### src/rtl/lmrc_pkg.sv
// Shared constants, codes and types for the lift motor ramp controller.
package lmrc_pkg;

   // Field widths.
   localparam int unsigned CMD_W     = 2;
   localparam int unsigned STATUS_W  = 2;
   localparam int unsigned DUTY_W    = 10;
   localparam int unsigned TIME_W    = 32;
   localparam int unsigned TIMEOUT_W = 31;

   // Command codes.
   localparam logic [CMD_W-1:0] CMD_STOP = 2'd0;
   localparam logic [CMD_W-1:0] CMD_UP   = 2'd1;
   localparam logic [CMD_W-1:0] CMD_DOWN = 2'd2;

   // Status codes.
   localparam logic [STATUS_W-1:0] STATUS_RUN   = 2'd0;
   localparam logic [STATUS_W-1:0] STATUS_DONE  = 2'd1;
   localparam logic [STATUS_W-1:0] STATUS_ERROR = 2'd2;

   // Ramp constants.
   localparam logic [DUTY_W-1:0] FULL_SPEED = 10'd1022;
   localparam logic [DUTY_W-1:0] RAMP_STEP  = 10'd2;
   localparam logic [DUTY_W-1:0] BRAKE_STEP = 10'd600;

   // Timeout register value after reset.
   localparam logic [TIMEOUT_W-1:0] TIMEOUT_RESET = 31'd10000;

   // Effect of one direction's poll on the shared driver outputs.
   typedef struct packed {
      logic                duty_we;
      logic [DUTY_W-1:0]   duty;
      logic                other_clr;
      logic                en_set;
      logic                en_clr;
      logic [STATUS_W-1:0] status;
   } dir_act_type;

endpackage

### src/rtl/lmrc_ifs.sv
// Handshake interfaces for the poll, result and configuration channels.
interface lmrc_req_if;
   logic                           valid;
   logic                           ready;
   logic [lmrc_pkg::CMD_W-1:0]     command;
   logic                           limit_up;
   logic                           limit_down;
   logic [lmrc_pkg::TIME_W-1:0]    time_ms;

   modport source (output valid, command, limit_up, limit_down, time_ms, input ready);
   modport sink   (input valid, command, limit_up, limit_down, time_ms, output ready);
endinterface

interface lmrc_rsp_if;
   logic                           valid;
   logic                           ready;
   logic [lmrc_pkg::STATUS_W-1:0]  status;
   logic                           motor_enable;
   logic [lmrc_pkg::DUTY_W-1:0]    duty_up;
   logic [lmrc_pkg::DUTY_W-1:0]    duty_down;

   modport source (output valid, status, motor_enable, duty_up, duty_down, input ready);
   modport sink   (input valid, status, motor_enable, duty_up, duty_down, output ready);
endinterface

interface lmrc_csr_if;
   logic                           valid;
   logic                           ready;
   logic [lmrc_pkg::TIMEOUT_W-1:0] timeout_ms;

   modport source (output valid, timeout_ms, input ready);
   modport sink   (input valid, timeout_ms, output ready);
endinterface

### src/rtl/lift_motor_ramp_controller_top.sv
// Top level of the lift motor ramp controller: input stage, shared outputs, result stage.
//
//  Channel | Dir | Handshake     | Payload
//  req     | in  | valid / ready | command, limit_up, limit_down, time_ms
//  rsp     | out | valid / ready | status, motor_enable, duty_up, duty_down
//  csr     | in  | valid / ready | timeout_ms
//
// One item per cycle while the result is not stalled; an accepted item passes the input
// register, then the single update pass into the result register, which offers it.
// Reset clears every phase, speed, start time, duty and the enable level, and
// loads the timeout with 10000. A stalled result holds the result register and
// the input register; req.ready falls only while both are full. csr is always ready.
module lift_motor_ramp_controller_top (
   input  logic              clock,
   input  logic              reset,
   lmrc_req_if.sink          req,
   lmrc_rsp_if.source        rsp,
   lmrc_csr_if.sink          csr
);

   // Input register.
   logic                              in_valid_ff;
   logic [lmrc_pkg::CMD_W-1:0]        in_cmd_ff;
   logic                              in_sens_up_ff;
   logic                              in_sens_down_ff;
   logic [lmrc_pkg::TIME_W-1:0]       in_time_ff;

   // Configuration and shared driver state.
   logic [lmrc_pkg::TIMEOUT_W-1:0]    timeout_ff;
   logic                              enable_ff, enable_in;
   logic [lmrc_pkg::DUTY_W-1:0]       duty_up_ff, duty_up_in;
   logic [lmrc_pkg::DUTY_W-1:0]       duty_down_ff, duty_down_in;
   logic [lmrc_pkg::STATUS_W-1:0]     status_in;

   // Result register.
   logic                              rsp_valid_ff;
   logic [lmrc_pkg::STATUS_W-1:0]     rsp_status_ff;
   logic                              rsp_enable_ff;
   logic [lmrc_pkg::DUTY_W-1:0]       rsp_duty_up_ff;
   logic [lmrc_pkg::DUTY_W-1:0]       rsp_duty_down_ff;

   logic                              advance;
   logic                              accept;
   logic                              is_stop, is_up, is_down;
   lmrc_pkg::dir_act_type             up_act, down_act;

   // The update pass runs when the result register is free or being emptied.
   assign advance   = in_valid_ff && (!rsp_valid_ff || rsp.ready);
   assign req.ready = !in_valid_ff || advance;
   assign accept    = req.valid && req.ready;
   assign csr.ready = 1'b1;

   assign is_stop = in_cmd_ff == lmrc_pkg::CMD_STOP;
   assign is_up   = in_cmd_ff == lmrc_pkg::CMD_UP;
   assign is_down = in_cmd_ff == lmrc_pkg::CMD_DOWN;

   // Input register.
   always_ff @(posedge clock) begin
      if (reset) begin
         in_valid_ff <= 1'b0;
      end else if (accept) begin
         in_valid_ff <= 1'b1;
      end else if (advance) begin
         in_valid_ff <= 1'b0;
      end
   end

   always_ff @(posedge clock) begin
      if (accept) begin
         in_cmd_ff       <= req.command;
         in_sens_up_ff   <= req.limit_up;
         in_sens_down_ff <= req.limit_down;
         in_time_ff      <= req.time_ms;
      end
   end

   // Timeout register.
   always_ff @(posedge clock) begin
      if (reset) begin
         timeout_ff <= lmrc_pkg::TIMEOUT_RESET;
      end else if (csr.valid) begin
         timeout_ff <= csr.timeout_ms;
      end
   end

   // One direction unit for each travel direction.
   lmrc_dir u_dir_up (
      .clock   (clock),
      .reset   (reset),
      .step    (advance && is_up),
      .stop    (advance && is_stop),
      .hit     (in_sens_up_ff),
      .now     (in_time_ff),
      .timeout (timeout_ff),
      .act     (up_act)
   );

   lmrc_dir u_dir_down (
      .clock   (clock),
      .reset   (reset),
      .step    (advance && is_down),
      .stop    (advance && is_stop),
      .hit     (in_sens_down_ff),
      .now     (in_time_ff),
      .timeout (timeout_ff),
      .act     (down_act)
   );

   // Apply a stop, or the selected direction's effect, to the shared driver outputs.
   always_comb begin
      enable_in    = enable_ff;
      duty_up_in   = duty_up_ff;
      duty_down_in = duty_down_ff;
      status_in    = lmrc_pkg::STATUS_RUN;
      if (is_stop) begin
         enable_in    = 1'b0;
         duty_up_in   = '0;
         duty_down_in = '0;
      end else if (is_up) begin
         status_in = up_act.status;
         if (up_act.duty_we) begin
            duty_up_in = up_act.duty;
         end
         if (up_act.other_clr) begin
            duty_down_in = '0;
         end
         if (up_act.en_set) begin
            enable_in = 1'b1;
         end
         if (up_act.en_clr) begin
            enable_in = 1'b0;
         end
      end else if (is_down) begin
         status_in = down_act.status;
         if (down_act.duty_we) begin
            duty_down_in = down_act.duty;
         end
         if (down_act.other_clr) begin
            duty_up_in = '0;
         end
         if (down_act.en_set) begin
            enable_in = 1'b1;
         end
         if (down_act.en_clr) begin
            enable_in = 1'b0;
         end
      end
   end

   // Shared driver state.
   always_ff @(posedge clock) begin
      if (reset) begin
         enable_ff    <= 1'b0;
         duty_up_ff   <= '0;
         duty_down_ff <= '0;
      end else if (advance) begin
         enable_ff    <= enable_in;
         duty_up_ff   <= duty_up_in;
         duty_down_ff <= duty_down_in;
      end
   end

   // Result register.
   always_ff @(posedge clock) begin
      if (reset) begin
         rsp_valid_ff <= 1'b0;
      end else if (advance) begin
         rsp_valid_ff <= 1'b1;
      end else if (rsp.ready) begin
         rsp_valid_ff <= 1'b0;
      end
   end

   always_ff @(posedge clock) begin
      if (advance) begin
         rsp_status_ff    <= status_in;
         rsp_enable_ff    <= enable_in;
         rsp_duty_up_ff   <= duty_up_in;
         rsp_duty_down_ff <= duty_down_in;
      end
   end

   assign rsp.valid        = rsp_valid_ff;
   assign rsp.status       = rsp_status_ff;
   assign rsp.motor_enable = rsp_enable_ff;
   assign rsp.duty_up      = rsp_duty_up_ff;
   assign rsp.duty_down    = rsp_duty_down_ff;

`ifndef NO_ASSERTIONS
   // The poll channel stalls only behind a full, stalled result register.
   a_ready_only_on_stall: assert property (@(posedge clock) disable iff (reset)
      !req.ready |-> (rsp_valid_ff && !rsp.ready))
      else $error("req.ready low without a stalled result");

   // A stop item leaves the driver disabled with both duties at zero.
   a_stop_clears: assert property (@(posedge clock) disable iff (reset)
      (advance && is_stop) |=> (!enable_ff && duty_up_ff == '0 && duty_down_ff == '0))
      else $error("stop item did not clear the driver outputs");

   // A result carries the shared driver state that its item left behind.
   a_rsp_matches_state: assert property (@(posedge clock) disable iff (reset)
      advance |=> (rsp_enable_ff == enable_ff && rsp_duty_up_ff == duty_up_ff
                   && rsp_duty_down_ff == duty_down_ff))
      else $error("result register disagrees with driver state");
`endif

endmodule

### src/rtl/lmrc_dir.sv
// State and poll logic of one travel direction (phase, speed, start time).
module lmrc_dir (
   input  logic                             clock,
   input  logic                             reset,
   input  logic                             step,
   input  logic                             stop,
   input  logic                             hit,
   input  logic [lmrc_pkg::TIME_W-1:0]      now,
   input  logic [lmrc_pkg::TIMEOUT_W-1:0]   timeout,
   output lmrc_pkg::dir_act_type            act
);

   typedef enum logic [2:0] {
      PH_IDLE,
      PH_RAMP,
      PH_WAIT,
      PH_BRAKE,
      PH_DONE
   } phase_type;

   phase_type                      phase_ff, phase_in;
   logic [lmrc_pkg::DUTY_W-1:0]    speed_ff, speed_in;
   logic [lmrc_pkg::TIME_W-1:0]    start_ff, start_in;
   logic [lmrc_pkg::TIME_W-1:0]    elapsed;
   logic                           timed_out;

   // Elapsed time wraps at the counter width.
   assign elapsed   = now - start_ff;
   assign timed_out = elapsed > {1'b0, timeout};

   // Next state and driver effect of a poll in the present phase.
   always_comb begin
      phase_in = phase_ff;
      speed_in = speed_ff;
      start_in = start_ff;
      act      = '0;
      act.status = lmrc_pkg::STATUS_RUN;
      unique case (phase_ff)
         PH_IDLE: begin
            start_in      = now;
            speed_in      = '0;
            phase_in      = PH_RAMP;
            act.en_set    = 1'b1;
            act.other_clr = 1'b1;
            act.duty_we   = 1'b1;
            act.duty      = '0;
         end
         PH_RAMP: begin
            if (hit) begin
               phase_in = PH_BRAKE;
            end
            // Reaching full speed takes precedence over a sensor hit.
            if (speed_ff >= lmrc_pkg::FULL_SPEED) begin
               phase_in = PH_WAIT;
               speed_in = lmrc_pkg::FULL_SPEED;
            end else begin
               speed_in    = speed_ff + lmrc_pkg::RAMP_STEP;
               act.duty_we = 1'b1;
               act.duty    = speed_ff + lmrc_pkg::RAMP_STEP;
            end
         end
         PH_WAIT: begin
            if (timed_out) begin
               speed_in    = '0;
               act.duty_we = 1'b1;
               act.duty    = '0;
               act.status  = lmrc_pkg::STATUS_ERROR;
            end else if (hit) begin
               speed_in = '0;
               phase_in = PH_BRAKE;
            end
         end
         PH_BRAKE: begin
            act.duty_we = 1'b1;
            if (speed_ff <= lmrc_pkg::BRAKE_STEP) begin
               speed_in   = '0;
               phase_in   = PH_DONE;
               act.en_clr = 1'b1;
               act.duty   = '0;
            end else begin
               speed_in = speed_ff - lmrc_pkg::BRAKE_STEP;
               act.duty = speed_ff - lmrc_pkg::BRAKE_STEP;
            end
         end
         PH_DONE: begin
            act.status = lmrc_pkg::STATUS_DONE;
         end
         default: begin
            act.status = lmrc_pkg::STATUS_RUN;
         end
      endcase
   end

   // Direction state; a stop clears phase and speed but keeps the start time.
   always_ff @(posedge clock) begin
      if (reset) begin
         phase_ff <= PH_IDLE;
         speed_ff <= '0;
         start_ff <= '0;
      end else if (stop) begin
         phase_ff <= PH_IDLE;
         speed_ff <= '0;
      end else if (step) begin
         phase_ff <= phase_in;
         speed_ff <= speed_in;
         start_ff <= start_in;
      end
   end

endmodule
### src/flat_wrapper.sv
// flat-port wrapper written by rule: the top's interface ports become plain ports
module lift_motor_ramp_controller_top_flat 
  (clock, reset, req_valid, req_command, req_limit_up, req_limit_down, req_time_ms, req_ready, rsp_valid, rsp_status, rsp_motor_enable, rsp_duty_up, rsp_duty_down, rsp_ready, csr_valid, csr_timeout_ms, csr_ready);
  lmrc_req_if req_i ();
  lmrc_rsp_if rsp_i ();
  lmrc_csr_if csr_i ();
  input  logic clock;
  input  logic reset;
  input wire logic [$bits(req_i.valid)-1:0] req_valid;
  input wire logic [$bits(req_i.command)-1:0] req_command;
  input wire logic [$bits(req_i.limit_up)-1:0] req_limit_up;
  input wire logic [$bits(req_i.limit_down)-1:0] req_limit_down;
  input wire logic [$bits(req_i.time_ms)-1:0] req_time_ms;
  output wire logic [$bits(req_i.ready)-1:0] req_ready;
  output wire logic [$bits(rsp_i.valid)-1:0] rsp_valid;
  output wire logic [$bits(rsp_i.status)-1:0] rsp_status;
  output wire logic [$bits(rsp_i.motor_enable)-1:0] rsp_motor_enable;
  output wire logic [$bits(rsp_i.duty_up)-1:0] rsp_duty_up;
  output wire logic [$bits(rsp_i.duty_down)-1:0] rsp_duty_down;
  input wire logic [$bits(rsp_i.ready)-1:0] rsp_ready;
  input wire logic [$bits(csr_i.valid)-1:0] csr_valid;
  input wire logic [$bits(csr_i.timeout_ms)-1:0] csr_timeout_ms;
  output wire logic [$bits(csr_i.ready)-1:0] csr_ready;
  assign req_i.valid = req_valid;
  assign req_i.command = req_command;
  assign req_i.limit_up = req_limit_up;
  assign req_i.limit_down = req_limit_down;
  assign req_i.time_ms = req_time_ms;
  assign req_ready = req_i.ready;
  assign rsp_valid = rsp_i.valid;
  assign rsp_status = rsp_i.status;
  assign rsp_motor_enable = rsp_i.motor_enable;
  assign rsp_duty_up = rsp_i.duty_up;
  assign rsp_duty_down = rsp_i.duty_down;
  assign rsp_i.ready = rsp_ready;
  assign csr_i.valid = csr_valid;
  assign csr_i.timeout_ms = csr_timeout_ms;
  assign csr_ready = csr_i.ready;
  lift_motor_ramp_controller_top u_core (.clock(clock), .reset(reset), .req(req_i), .rsp(rsp_i), .csr(csr_i));
endmodule
### config.mk
export PLATFORM = sky130hd
export DESIGN_NAME = lift_motor_ramp_controller_top_flat
export DESIGN_NICKNAME = d
export VERILOG_FILES = /design/src/rtl/lmrc_pkg.sv /design/src/rtl/lmrc_ifs.sv /design/src/rtl/lift_motor_ramp_controller_top.sv /design/src/rtl/lmrc_dir.sv /design/src/flat_wrapper.sv
export SDC_FILE = /design/constraint.sdc
export NUM_CORES = 1
export LEC_CHECK = 0
export BUFFER_PORTS_ARGS = -buffer_cell sky130_fd_sc_hd__buf_4
export CAP_MARGIN = 20
export CORE_UTILIZATION = 40
export DETAILED_ROUTE_END_ITERATION = 12
export PLACE_DENSITY = 0.61
export SLEW_MARGIN = 15
export SYNTH_ARGS = -nofsm -noshare
export SYNTH_HDL_FRONTEND = slang
export SYNTH_HIERARCHICAL = 1
export SYNTH_SLANG_ARGS = --single-unit
### constraint.sdc
create_clock -name clock -period 10.41 [get_ports clock]
set_input_delay 2.082 -clock clock [delete_from_list [all_inputs] [get_ports clock]]
set_output_delay 2.082 -clock clock [all_outputs]
set_load 0.03 [all_outputs]
Yosys cells after proc, flatten, opt, wreduce, memory -nomap -nowiden
Index checks and enable logic that the tools add are counted.
{"block": "word_totals", "regBits": 203, "input_bits": 72, "wordCells": 131}
{"block": "op_classes", "n_reduce_logical": 23, "muxes": 59, "magnitude_cmp": 6, "n_bitwise": 1, "addsub": 6, "eq_ne": 16}
{"operator": "$mux 10", "n": 18}
{"operator": "$pmux 11 s4", "n": 2}
{"operator": "$pmux 10 s4", "n": 2}
{"operator": "$gt 32x31->1", "n": 2}
{"operator": "$sub 32x32->32", "n": 2}
{"operator": "$mux 11", "n": 4}
{"operator": "$mux 3", "n": 8}
{"operator": "$pmux 3 s4", "n": 2}
{"operator": "$add 10x2->10 const B", "n": 2}
{"operator": "$ge 10x10->1 const B", "n": 2}
{"operator": "$le 10x10->1 const B", "n": 2}
{"operator": "$sub 10x10->10 const B", "n": 2}
{"operator": "$mux 1", "n": 15}
{"operator": "$eq 3x2->1 const B", "n": 4}
{"operator": "$mux 2", "n": 6}
{"operator": "$reduce_and 3->1", "n": 4}
{"operator": "$ne 2x2->1 const B", "n": 4}
{"operator": "$pmux 2 s2", "n": 2}
{"operator": "$reduce_and 4->1", "n": 2}
{"operator": "$reduce_bool 4->1", "n": 2}
{"operator": "$eq 3x1->1 const B", "n": 2}
{"operator": "$eq 3x3->1 const B", "n": 2}
{"operator": "$logic_not 3->1", "n": 2}
{"operator": "$ne 3x2->1 const B", "n": 2}
{"operator": "9 further kinds", "n": 16}

Depth between registers and ports, before layout
{"block": "logic_depth", "depth_word": 8, "ltp_mapped": 26, "depth_no_buf": 25}

Cells and area by module
Netlist, hierarchy kept.
{"module": "lmrc_dir (u_core.u_dir_up)", "area_per_inst_um2": 4767.1, "cells_per_inst": 669, "seq_area_each_um2": 900.9, "instances": 1}
{"module": "lmrc_dir (u_core.u_dir_down)", "area_per_inst_um2": 4590.7, "cells_per_inst": 647, "seq_area_each_um2": 900.9, "instances": 1}
{"module": "lift_motor_ramp_controller_top", "area_per_inst_um2": 4073.9, "cells_per_inst": 310, "seq_area_each_um2": 2852.7, "instances": 1}

Least setup slack after synthesis
No wires, ideal clock.
{"block": "synth_timing", "kind": "reg2reg", "start": "register u_core/in_time_ff[0] in the netlist's numbering", "end": "register u_core.rsp_duty_down_ff (netlist bit u_core/rsp.duty_down[0]) (data pin)", "path_slack_ns": 5.273, "setup_ns": 0.272, "arrival_ns": 4.864, "path_buffers": 1, "path_stages_with_launch": 27, "cell_sequence": "edfxtp_1 inv_1 ha_1 inv_1 fa_1 a21o_1 a221oi_2 o21ai_2 a221oi_2 o21ai_2 a31oi_1 o21bai_1 a21o_1 a21oi_2 xnor2_1 ha_1 nand2_1 o21ai_0 a2111oi_0 a21oi_1 o31ai_1 and2_1 a311oi_1 and3b_1 buf_2 nand2_1 o21ai_0"}
{"element": "start: declaration", "line_no": "lift_motor_ramp_controller_top.sv:26", "rtl": "logic [lmrc_pkg::TIME_W-1:0] in_time_ff;"}
{"element": "start signal: assignment", "line_no": "lift_motor_ramp_controller_top.sv:73", "rtl": "in_time_ff <= req.time_ms;"}
{"element": "end signal: assignment", "line_no": "lift_motor_ramp_controller_top.sv:179", "rtl": "rsp_duty_down_ff <= duty_down_in;"}
{"element": "end: declaration", "line_no": "lift_motor_ramp_controller_top.sv:40", "rtl": "logic [lmrc_pkg::DUTY_W-1:0] rsp_duty_down_ff;"}

==> qor.yml <==
layout.cells.non_filler: 2141
diodes: 0
path_max_fanout: 10
wl_per_cell_um: 15.8
status: "completed"
cts_buffers: 24
grtUsageTotal_pct: 19.7
path_buf_inv: 2
synth.distinct_cells: 96
slew_violations: 0
nets: 1885
start_util_pct: 41.0
slowest_delay_ns: 0.61
core_area_sq_um: 32800
comb_power_share_pct: 19.3
vias: 11400
rows: 66
antenna_left: 0
htreeDepth: 1
grt_pass1_wl_um: 54900
power.internal_w: 0.00151
cellPowerDensity_nw_per_um2: 139
synth_edf_count: 59
synth_commonest_cells: "230 x nand2_1, 175 x a21oi_1, 172 x inv_1"
p_sw_share_pct: 28.4
firstDrtPassIters: 5
grt_overflow: 0
rsz0062_at_grt: "no"
multi_input_area_sq_um: 7790
synth_top_area_cell: "dfxtp_1"
place.gp.congestion: 0.918
clockBufferDepth: 3
ys_seq_area_share_pct: 34.7
cts_setup_buffers: 0
fin_crit_ns: 6.23
cts_hold_buf: 0
arrival_ns: 6.45
synthFlopType: "dfxtp_1"
ios: 98
die_area_sq_um: 34300
hold_depth: 2
p_total_w: 0.00211
cts_resized: 0
synth_top_area_share_pct: 21.5
post-route-drc-count: 0
synth_nets: 1830
switchingPower_w: 0.000600
vias_per_cell: 5.34
area_growth_pct: 13.3
tightest_slew_ns: 0.912
final_layout_size_suffix_gt1_share_pct: 10.9
synth_area_leaders: "dfxtp_1 21%, edfxtp_1 13%, ha_1 12%, a21oi_1 6.5%, nand2_1 6.4%"
die_height_um: 185
clock_sinks: 203
hp-class: "flop to flop"
synth_cells: 1626
clk_pin_slew_ns: 0.06
yosys_warnings: 6
cp_slowest_cell: "a2111oi_0"
fmax_ghz: 0.161
antenna_found_initial: 0
regArea_sq_um: 4650
cts_root_buffer: "clkbuf_16"
async_reset_ff_share_pct: 0
grt_pass1_vias: 10800
worst_path_dominant_cell_family: "compound AO/OA/AOI/OAI gates"
insertion_delay_ns: 0.53
drv_cap: 0
synth_area_per_cell_sq_um: 8.26
final-hold-violation-count: 0
die-width_um: 185
tns_ns: 0
startpoint_type: "flop"
fillers: 3242
p_clk_share_pct: 39.6
grt_max_degree: 69
skew_ns: 0.0182
dp_cells: 2096
relSlewSlack_pct: 39.1
worstPathRequired_ns: 10.64
cp.depth: 25
place_hpwl_um: 24800
yosysMostFrequentCell: "nand2_1"
netlist_area_sq_um: 13400
total_leakage_power_nw: 5.77
portBuffers: 96
finalWirelength_um: 33700
r2r.worst_path.cells: 25
finalSetupViolCount: 0
p_seq_share_pct: 41.1
peakVddDrop_mv: 0.144
drtIter0Drc: 798
cts_tree: "yes"
path_class: "flop to flop"
end_kind: "flop"
finalCritPeriodShare_pct: 59.8
synth-seq-cells: 203
cell type report:
type                       instances  share of cell area (%)
multi-input combinational       1176                    51.2
sequential                       203                    30.6
timing repair buffer             103                    5.16
clock buffer                      32                    4.35
inverter                         173                    4.27
tap                              442                    3.63
clock inverter                    12                   0.822
routing by layer:
metal	share of wire, %	track usage [%]	up-vias
met2	49	35.2	223
met1	46	25.1	5350
met4	2.5	5.22	0
met3	3.2	2.08	50
met5	0	0	-
li1	-	-	5811
power groups by stage:
stage                     Clock, W  Sequential, W  Combinational [W]
after floorplan                  0       0.000880           0.000296
after global placement           0       0.000886           0.000399
after detailed placement         0       0.000886           0.000403
after CTS                 0.000861       0.000869           0.000407
after global routing      0.000894       0.000872           0.000460
final                     0.000837       0.000868           0.000409
final timing paths:
path / start / to / slack [ns]
max reg2reg: u_core/in_time_ff[0] / u_core/rsp.duty_down[2] / 4.18
min: u_core/u_dir_down/start_ff[13] / u_core/u_dir_down/start_ff[13] / 0.45
min reg2reg: u_core/u_dir_down/start_ff[13] / u_core/u_dir_down/start_ff[13] / 0.45
max: u_core/in_time_ff[0] / u_core/rsp.duty_down[2] / 4.18
worst register-to-register path, stage by stage (launching register included):
cell and delay (ns):
edfxtp_1 0.43, inv_1 0.09, ha_1 0.16, inv_1 0.06, fa_1 0.41, a21o_1 0.20, a221oi_2 0.35, o21ai_2 0.14
a221oi_2 0.38, o21ai_2 0.15, a31oi_1 0.19, o21bai_1 0.11, a21o_1 0.20, a21oi_2 0.15, xnor2_1 0.13, ha_1 0.25
nand2_1 0.08, o21ai_0 0.10, a2111oi_0 0.61, a21oi_1 0.17, o31ai_1 0.60, and2_1 0.25, a311oi_1 0.16, and3b_1 0.33
nand2_1 0.13, o21ai_0 0.10
cells by family (layout without fill, tap and decap cells):
logic type | count (synthesis) | in the layout | share of synthesized area (%)
and+or+nand+nor | 501 | 501 | 17.3
muxes | 30 | 30 | 2.30
DFF | 203 | 203 | 34.7
buffers and inverters | 247 | 320 | 7.48
AOI/OAI and AO/OA | 452 | 452 | 21.9
adders and majority gates | 132 | 132 | 12.4
other | 1 | 1 | 0.0279
xor gates and xnor gates | 60 | 60 | 3.91
registers in the layout, summed over array words and instances (netlist names):
name                        count
u_core/rsp.status               2
u_core/in_sens_up_ff            1
u_core/in_time_ff              32
u_core/rsp.valid                1
u_core/u_dir_down/speed_ff     10
u_core/rsp.duty_up             10
u_core/u_dir_up/phase_ff        3
u_core/enable_ff                1
u_core/rsp.duty_down           10
u_core/timeout_ff              31
u_core/rsp.motor_enable         1
u_core/u_dir_up/speed_ff       10
u_core/duty_up_ff              10
u_core/duty_down_ff            10
u_core/in_valid_ff              1
u_core/u_dir_down/phase_ff      3
u_core/u_dir_up/start_ff       32
u_core/in_cmd_ff                2
u_core/u_dir_down/start_ff     32
u_core/in_sens_down_ff          1
through the flow:
step           worst slack (ns)  hold WS (ns)  instance area (sq um)  util, %
2_1_floorplan              5.27         0.416                  13400        -
3_3_place_gp               4.57         0.441                  14400     44.0
3_5_place_dp               4.43         0.447                  14400     44.0
4_1_cts                    4.33         0.455                  15200     46.4
5_1_grt                    3.84         0.468                  15200     46.4
6_report                   4.18         0.453                  15200     46.4
cells in the final DEF (no fill, tap or decap), types with 21 or more instances in the layout:
master,n
o32ai_1,21
inv_1,172
a21o_1,34
a21oi_1,175
mux2i_1,28
clkbuf_16,25
xnor2_1,38
o21ai_0,77
ha_1,130
edfxtp_1,59
nor2_1,102
buf_4,102
nand2_1,230
xor2_1,22
dfxtp_1,144
nand3_1,29
Note: power is estimated with default switching activity, not from simulation.
